### src/hw/rtl/pse_pkg.sv
// shared types and constants of the postfix stack evaluator
`default_nettype none
package pse_pkg;

  // expression byte codes
  localparam logic [7:0] SYM_ADD  = 8'h2B;
  localparam logic [7:0] SYM_SUB  = 8'h2D;
  localparam logic [7:0] SYM_MUL  = 8'h2A;
  localparam logic [7:0] SYM_DIV  = 8'h2F;
  localparam logic [8:0] SYM_ZERO = 9'h030;

  // result status codes
  localparam logic [1:0] ST_OK        = 2'd0;
  localparam logic [1:0] ST_UNDERFLOW = 2'd1;
  localparam logic [1:0] ST_DIVZERO   = 2'd2;
  localparam logic [1:0] ST_OVERFLOW  = 2'd3;

  // decoupling queue between front and back
  localparam int Q_DEPTH = 4;
  localparam int Q_AW    = 2;

  typedef enum logic [2:0] {
    OP_PUSH,
    OP_ADD,
    OP_SUB,
    OP_MUL,
    OP_DIV
  } op_t;

  // one classified byte as it travels through the queue
  typedef struct packed {
    op_t        op;
    logic [8:0] operand;  // byte minus '0', signed
    logic       last;
  } entry_t;

endpackage
`default_nettype wire

### src/hw/rtl/pse_front.sv
// front end: accepts expression bytes and classifies them into queue entries
`default_nettype none
module pse_front (
  input  wire logic            in_valid,
  output logic                 in_ready,
  input  wire logic [7:0]      in_symbol,
  input  wire logic            in_last,
  input  wire logic            q_full,
  output logic                 q_push,
  output pse_pkg::entry_t      q_data
);
  import pse_pkg::*;

  // accept whenever the queue has room
  assign in_ready = !q_full;
  assign q_push   = in_valid && !q_full;

  // decode operator bytes, everything else is an operand
  always_comb begin
    q_data.last    = in_last;
    q_data.operand = {1'b0, in_symbol} - SYM_ZERO;
    case (in_symbol)
      SYM_ADD: q_data.op = OP_ADD;
      SYM_SUB: q_data.op = OP_SUB;
      SYM_MUL: q_data.op = OP_MUL;
      SYM_DIV: q_data.op = OP_DIV;
      default: q_data.op = OP_PUSH;
    endcase
  end

endmodule
`default_nettype wire

### config.mk
export PLATFORM = sky130hd
export DESIGN_NAME = pse_front
export DESIGN_NICKNAME = d
export VERILOG_FILES = /design/src/hw/rtl/pse_pkg.sv /design/src/hw/rtl/pse_front.sv
export SDC_FILE = /design/constraint.sdc
export NUM_CORES = 1
export LEC_CHECK = 0
export ABC_AREA = 1
export BUFFER_PORTS_ARGS = -buffer_cell sky130_fd_sc_hd__buf_2
export CORE_AREA = 2 2 39 41
export DETAILED_ROUTE_END_ITERATION = 10
export DIE_AREA = 0 0 41 43
export GPL_TIMING_DRIVEN = 1
export SYNTH_ARGS = -nofsm -noshare
export SYNTH_HDL_FRONTEND = slang
export SYNTH_SLANG_ARGS = --single-unit
### constraint.sdc
create_clock -name vclk -period 1.13
set_clock_uncertainty 0.15 [all_clocks]
set_input_delay 0.0565 -clock vclk [all_inputs]
set_output_delay 0.0565 -clock vclk [all_outputs]
set_load 0.1 [all_outputs]
==> impl_metrics.env <==
export IMPL_global_route_usage_met3=0.0157
export IMPL_whs_ns=-0.0361
export IMPL_wl_per_cell_um=7.73
export IMPL_grt_usage=0.0790
export IMPL_synth_xor_area_frac=0.0875
export IMPL_cp_slowest_cell="buf_12"
export IMPL_antenna_found_initial=0
export IMPL_end_kind="output pin"
export IMPL_via_count=286
export IMPL_grt_max_degree=5
export IMPL_synthAdderAreaFrac=0.125
export IMPL_rsz0062_at_grt="true"
export IMPL_syn2layout_area_growth_pct=216
export IMPL_cp_start_kind="input pin"
export IMPL_syn_area_um2=200
export IMPL_crit_fanout=3
export IMPL_drt_total_wl_um=595
export IMPL_power_density_mw_per_mm2=674
export IMPL_fp_coreArea_mm2=0.00138
export IMPL_crit_chain="buf_8 -> clkinvlp_4 -> ha_4 -> inv_2 -> nor2_4 -> nand2_4 -> nand2_8 -> buf_12"
export IMPL_tightestPinTransition_ns=0.488
export IMPL_initial_utilization=0.145
export IMPL_antenna_cells=0
export IMPL_critPathMaxStageDelay_ns=0.16
export IMPL_synth_cells=38
export IMPL_routed_via_density=3.71
export IMPL_yosys_area_top_type_share=0.188
export IMPL_worstHoldPathType="in -> out"
export IMPL_path_buf_inv=4
export IMPL_use_met1=0.0730
export IMPL_crit_family="buffers and inverters"
export IMPL_firstDrtPassIters=1
export IMPL_yosys_area_share_simple=0.400
export IMPL_grt_ovfl_total=0
export IMPL_ir_drop_v=0.000292
export IMPL_leakage_nw=0.321
export IMPL_synth_area_leaders="buf_4 19%, nand2_1 19%, inv_1 15%, ha_1 13%, nor2_1 7.5%"
export IMPL_drc_errors=0
export IMPL_use_met2=0.166
export IMPL_max_slew_margin=0.677
export IMPL_utilization=0.457
export IMPL_status="finished with violations"
export IMPL_place_hpwl_um=548
export IMPL_path_class="in -> out"
export IMPL_grt_pass1_vias=276
export IMPL_ys_seq_area_frac=0
export IMPL_fin_crit_ns=1.10
export IMPL_avgSynthCellArea_um2=5.27
export IMPL_die_area_mm2=0.00176
export IMPL_finalMaxSlewViolations=0
export IMPL_synth_top_family_by_area="simple AND/OR/NAND/NOR gates"
export IMPL_crit_required_ns=0.92
export IMPL_final_antenna_net_count=0
export IMPL_violations="negative hold slack"
export IMPL_cp_arrival_ns=0.90
export IMPL_grt_busiest_layer="met2"
export IMPL_fmax_ghz=0.905
export IMPL_io_buffers=24
export IMPL_p_total_w=0.000426
export IMPL_finalSetupViolations=0
export IMPL_fin_crit_sh=0.978
export IMPL_seq_cells=0
export IMPL_fin_nets=76
export IMPL_muxShareOfSynthArea=0
export IMPL_tns_ns=0
export IMPL_seq_area_um2=0
export IMPL_drt_iter0_drc=0
export IMPL_num_rows=14
export IMPL_design_portCount=26
export IMPL_finalWeightedCongestion=0.622
export IMPL_dieWidth_um=41
export IMPL_synthesis_nets=51
export IMPL_yosys_warnings=0
export IMPL_synth_top_cell_by_area="buf_4"
export IMPL_hold_violations=1
export IMPL_cap_violations=0
export IMPL_fp_dieH_um=43
export IMPL_clock_buffers=0
export IMPL_synth_cell_types=13
export IMPL_drive_gt1_frac=0.754
export IMPL_grt_pass1_wl_mm=1.06
export IMPL_synth_compound_area_frac=0
-- repair_timing --
item,CTS,global route
endpoints found under the setup margin,1,2
resized for setup,1,6
endpoints found under the hold margin,1,1
pin swaps,1,4
buffers inserted,1,1
-- synth_stat cells, drive strengths merged --
master	number
nor3	2
xnor2	1
nand3	1
buf	5
xor2	1
nor2	5
inv	10
nand2	11
ha	2
-- layout make-up --
class / count / area [µm²]
timing repair buffer: 28 / 310
fill: 135 / 752
inverter: 10 / 47.5
multi-input combinational: 23 / 254
tap: 16 / 20.0
-- worst paths after layout --
check | from | endpoint | slack, ns | cells after the start
hold / removal | in_last | q_data[0] | -0.04 | 0
setup / recovery | in_symbol[4] | q_data[11] | 0.03 | 8
-- metal layers --
| layer | share of wire | vias up |
|---|---|---|
| li1 | - | 149 |
| met1 | 0.29 | 124 |
| met2 | 0.61 | 13 |
| met3 | 0.091 | 0 |
| met4 | 0 | 0 |
| met5 | 0 | - |
-- stage by stage --
stage	setup slack, ns	cell area [µm²]	std cells
final	0.0254	632	77
after global placement	-0.00782	592	75
after CTS	0.00159	602	76
after floorplan	-0.570	324	38
after global routing	-0.0157	632	77
after detailed placement	-0.0207	592	75
-- placed cells by master, fill, tap and decap left out, drive strengths merged --
cell,synthesis,final
xnor2,1,1
nor2,5,5
nor3,2,2
xor2,1,1
nand3,1,1
ha,2,2
inv,10,8
clkinvlp,0,2
nand2,11,11
buf,5,28
-- cell families (layout without fill, tap and decap cells) --
logic type                 count (synthesis)  after routing
buffers and inverters                     15             38
xor gates and xnor gates                   2              2
adders and majority gates                  2              2
and+or+nand+nor                           19             19
-- report_power, final --
group          total, W  internal, W  switching [W]
clock network         0            0              0
logic          0.000426     0.000140       0.000285
registers             0            0              0
total          0.000426     0.000140       0.000285
Power figures use the tool's default switching activity.
