## config.mk

```make
export PLATFORM = sky130hd
export DESIGN_NAME = pse_queue
export DESIGN_NICKNAME = d
export VERILOG_FILES = /design/src/hw/rtl/pse_pkg.sv /design/src/hw/rtl/pse_queue.sv
export SDC_FILE = /design/constraint.sdc
export NUM_CORES = 1
export LEC_CHECK = 0
export BUFFER_PORTS_ARGS = -buffer_cell sky130_fd_sc_hd__buf_2
export CAP_MARGIN = 20
export CORE_AREA = 2 2 66 68
export CTS_CLUSTER_DIAMETER = 100
export DETAILED_ROUTE_END_ITERATION = 7
export DIE_AREA = 0 0 68 70
export PLACE_DENSITY = 0.8
export REMOVE_ABC_BUFFERS = 1
export SKIP_CTS_REPAIR_TIMING = 1
export SLEW_MARGIN = 0
export SYNTH_ARGS = -nofsm -noshare
export SYNTH_HDL_FRONTEND = slang
export SYNTH_SLANG_ARGS = --single-unit
```

## constraint.sdc

```tcl
create_clock -name clk -period 5.4 [get_ports clk]
set_clock_uncertainty 0.15 [all_clocks]
set_input_delay 0.54 -clock clk [delete_from_list [all_inputs] [get_ports clk]]
set_output_delay 0.54 -clock clk [all_outputs]
set_load 0.01 [all_outputs]
```

## src/hw/rtl/pse_pkg.sv

```systemverilog
// shared types and constants of the postfix stack evaluator
`default_nettype none
package pse_pkg;

  // expression byte codes
  localparam logic [7:0] SYM_ADD  = 8'h2B;
  localparam logic [7:0] SYM_SUB  = 8'h2D;
  localparam logic [7:0] SYM_MUL  = 8'h2A;
  localparam logic [7:0] SYM_DIV  = 8'h2F;
  localparam logic [8:0] SYM_ZERO = 9'h030;

  // result status codes
  localparam logic [1:0] ST_OK        = 2'd0;
  localparam logic [1:0] ST_UNDERFLOW = 2'd1;
  localparam logic [1:0] ST_DIVZERO   = 2'd2;
  localparam logic [1:0] ST_OVERFLOW  = 2'd3;

  // decoupling queue between front and back
  localparam int Q_DEPTH = 4;
  localparam int Q_AW    = 2;

  typedef enum logic [2:0] {
    OP_PUSH,
    OP_ADD,
    OP_SUB,
    OP_MUL,
    OP_DIV
  } op_t;

  // one classified byte as it travels through the queue
  typedef struct packed {
    op_t        op;
    logic [8:0] operand;  // byte minus '0', signed
    logic       last;
  } entry_t;

endpackage
`default_nettype wire

```

## src/hw/rtl/pse_queue.sv

```systemverilog
// small fifo of classified bytes between front and back
`default_nettype none
module pse_queue (
  input  wire logic            clk,
  input  wire logic            rst_n,
  input  wire logic            push,
  input  wire pse_pkg::entry_t push_data,
  output logic                 full,
  input  wire logic            pop,
  output logic                 empty,
  output pse_pkg::entry_t      pop_data
);
  import pse_pkg::*;

  entry_t          slot_r [Q_DEPTH];
  logic [Q_AW-1:0] wr_ptr_r, wr_ptr_nxt;
  logic [Q_AW-1:0] rd_ptr_r, rd_ptr_nxt;
  logic [Q_AW:0]   count_r, count_nxt;

  assign full     = (count_r == (Q_AW+1)'(Q_DEPTH));
  assign empty    = (count_r == '0);
  assign pop_data = slot_r[rd_ptr_r];

  // pointer and fill count update
  always_comb begin
    wr_ptr_nxt = push ? wr_ptr_r + 1'b1 : wr_ptr_r;
    rd_ptr_nxt = pop  ? rd_ptr_r + 1'b1 : rd_ptr_r;
    count_nxt  = count_r + (Q_AW+1)'(push) - (Q_AW+1)'(pop);
  end

  always_ff @(posedge clk) begin
    if (!rst_n) begin
      wr_ptr_r <= '0;
      rd_ptr_r <= '0;
      count_r  <= '0;
    end else begin
      wr_ptr_r <= wr_ptr_nxt;
      rd_ptr_r <= rd_ptr_nxt;
      count_r  <= count_nxt;
    end
  end

  // entry storage
  always_ff @(posedge clk) begin
    if (push) begin
      slot_r[wr_ptr_r] <= push_data;
    end
  end

endmodule
`default_nettype wire

```

==> results.toml <==
[synth]
synth_top_cell_by_area = "edfxtp_1"
yosys.area_share.simple = 0.0323
synth_ff_type = "edfxtp_1"
synthAdderAreaFrac = 0.0409
synthMuxAreaShare = 0.135
synth.most_common_cell = "edfxtp_1"
synth-edff-count = 52
async_reset_ff_frac = 0
synth_common_cells = "52 x edfxtp_1, 10 x mux4_2, 9 x dfxtp_1, 7 x inv_1"
synth_top_family_by_area = "multiplexers"
ys_seq_area_frac = 0.749
synth.top_cell.area_share = 0.672
ys_warn_count = 0
ys_types = 19
avgSynthCellArea_um2 = 21.1
syn-cell-area_mm2 = 0.00232
synthCells = 110
ys_ff_latch = 61
synth_xor_area_frac = 0.0178
synth-compound-area-share = 0.00646
synthTopCellsByArea = "edfxtp_1 67%, mux4_2 9.7%, dfxtp_1 7.8%"

[routing]
vias_per_cell = 5.22
routed_wl_mm = 3.58
first_pass_iters = 4
drt_iter0_drc = 49
ant_nets = 0
post_drt_wl_per_cell_um = 17.3
vias = 1080
drc = 0

[pwr]
ir_drop_v = 0.000284
leakagePower_nw = 0.993
power_density_mw_per_mm2 = 382

[global_route]
grtUsageTotal = 0.181
grt_pass1_wl_mm = 5.80
grt_pass1_vias = 1194
grt_overflow = 0
antenna_found_initial = 0
grt_max_degree = 14

[outcome]
status = "finished, final reports clean"

[sta]
period_share = 0.491
setup_viol = 0
relSlewSlack = 0.467
hold_ws_ns = 0.286
rsz0062_at_grt = "no"
fin_crit_ns = 2.65
worst_slew_pin_slew_ns = 0.798
fmax_mhz = 377
hold_viol = 0
drv_slew = 0
finalSetupTns_ns = 0

[clocking]
clk_latency_ns = 0.31
cts_buffer_depth = 2
cts_tree = "done"
clk_pin_slew_ns = 0.06
clkSinkCount = 61
cts-buffers-inserted = 9
cts.htree.levels = 3
ctsRootBufferMaster = "clkbuf_8"

[setup_path]
cp-start-kind = "flop"
crit_type = "flop to output port"
end_kind = "output port"
crit_fanout = 13
critPathRequiredTime_ns = 4.71
arrival_ns = 1.96

[min_path]
hold_path_class = "input port to flop"

[floorplan]
initial_utilization = 0.561
die_w_um = 68
boundaryPins = 32
die_area_mm2 = 0.00476
dieHeight_um = 70
core-area_mm2 = 0.00414
rows = 24

[finish]
final_core_util = 0.654
area_growth_syn_to_layout_pct = 16.6
diodes = 0
nNetsFinal = 174
drive_above_1_share = 0.361

[placed_design]
port_buffers = 31
gp_congestion = 0.632
dp_hpwl_mm = 2.49

[run]
cap_violations = 0
[layer usage]
layer | GRT usage | vias up | wire [µm]
met3 | 0.0564 | 4 | 156
met4 | 0.0933 | 0 | 34
met2 | 0.309 | 25 | 2020
met1 | 0.196 | 538 | 1370
li1 | - | 513 | -
met5 | 0 | - | 0
[area by class of cell]
| type | instances | area (µm²) |
|---|---|---|
| flip-flops and latches | 61 | 1740 |
| fillers | 283 | 1430 |
| multi-input cells | 40 | 541 |
| repair buffers | 31 | 155 |
| clock buffers | 10 | 128 |
| well taps | 52 | 65.1 |
| clock inverters | 6 | 53.8 |
| inverters | 7 | 26.3 |
[through the flow]
stage	setup slack, ns	total power [mW]	cells	cell area (µm²)
6_report	2.75	1.04	207	2710
5_1_grt	2.58	1.08	207	2710
4_1_cts	2.66	1.05	207	2710
3_5_place_dp	3.01	0.689	191	2530
3_3_place_gp	3.03	0.680	191	2530
2_1_floorplan	3.30	0.641	108	2310
[cell usage in the layout, fill, tap and decap left out, drive strengths merged, types with 2 or more instances in the layout]
master / instances
and2: 6
buf: 31
clkbuf: 10
clkinv: 5
dfxtp: 9
edfxtp: 52
ha: 6
inv: 7
mux4: 13
nor2: 5
xnor2: 2
[kinds of logic after synthesis]
group | after synthesis
AOI/OAI and AO/OA | 2
DFF | 61
and+or+nand+nor | 14
buffers and inverters | 9
xor gates and xnor gates | 3
adders and majority gates | 7
muxes | 14
[worst paths after layout]
kind	startpoint	end	slack [ns]	depth (start not counted)
worst max register to register	count_r[0]$_SDFF_PN0_	count_r[2]$_SDFF_PN0_	3.47	7
worst min register to register	rd_ptr_r[0]$_SDFFE_PN0P_	rd_ptr_r[1]$_SDFFE_PN0P_	0.41	2
worst max-delay path	flop	pop_data[9]	2.75	2
worst min-delay path	push_data[11]	slot_r[2][11]$_DFFE_PP_	0.29	1
[where the power goes]
part	internal (mW)	total [mW]	leakage [nW]	switching, mW
sequential	0.542	0.561	0.552	0.0196
clock	0.208	0.359	0.0972	0.151
combinational	0.0628	0.116	0.343	0.0531
[state kept, by name (all words and copies together), names as in the netlist, named ones only]
register,flops
wr_ptr_r,2
slot_r,52
count_r,3
rd_ptr_r,2
[worst max-delay path, stage by stage (launching register included)]
cell,delay [ns]
dfxtp_1,0.84
mux4_1,0.65
buf_2,0.16
No activity file was read; power rests on OpenSTA's default activity.
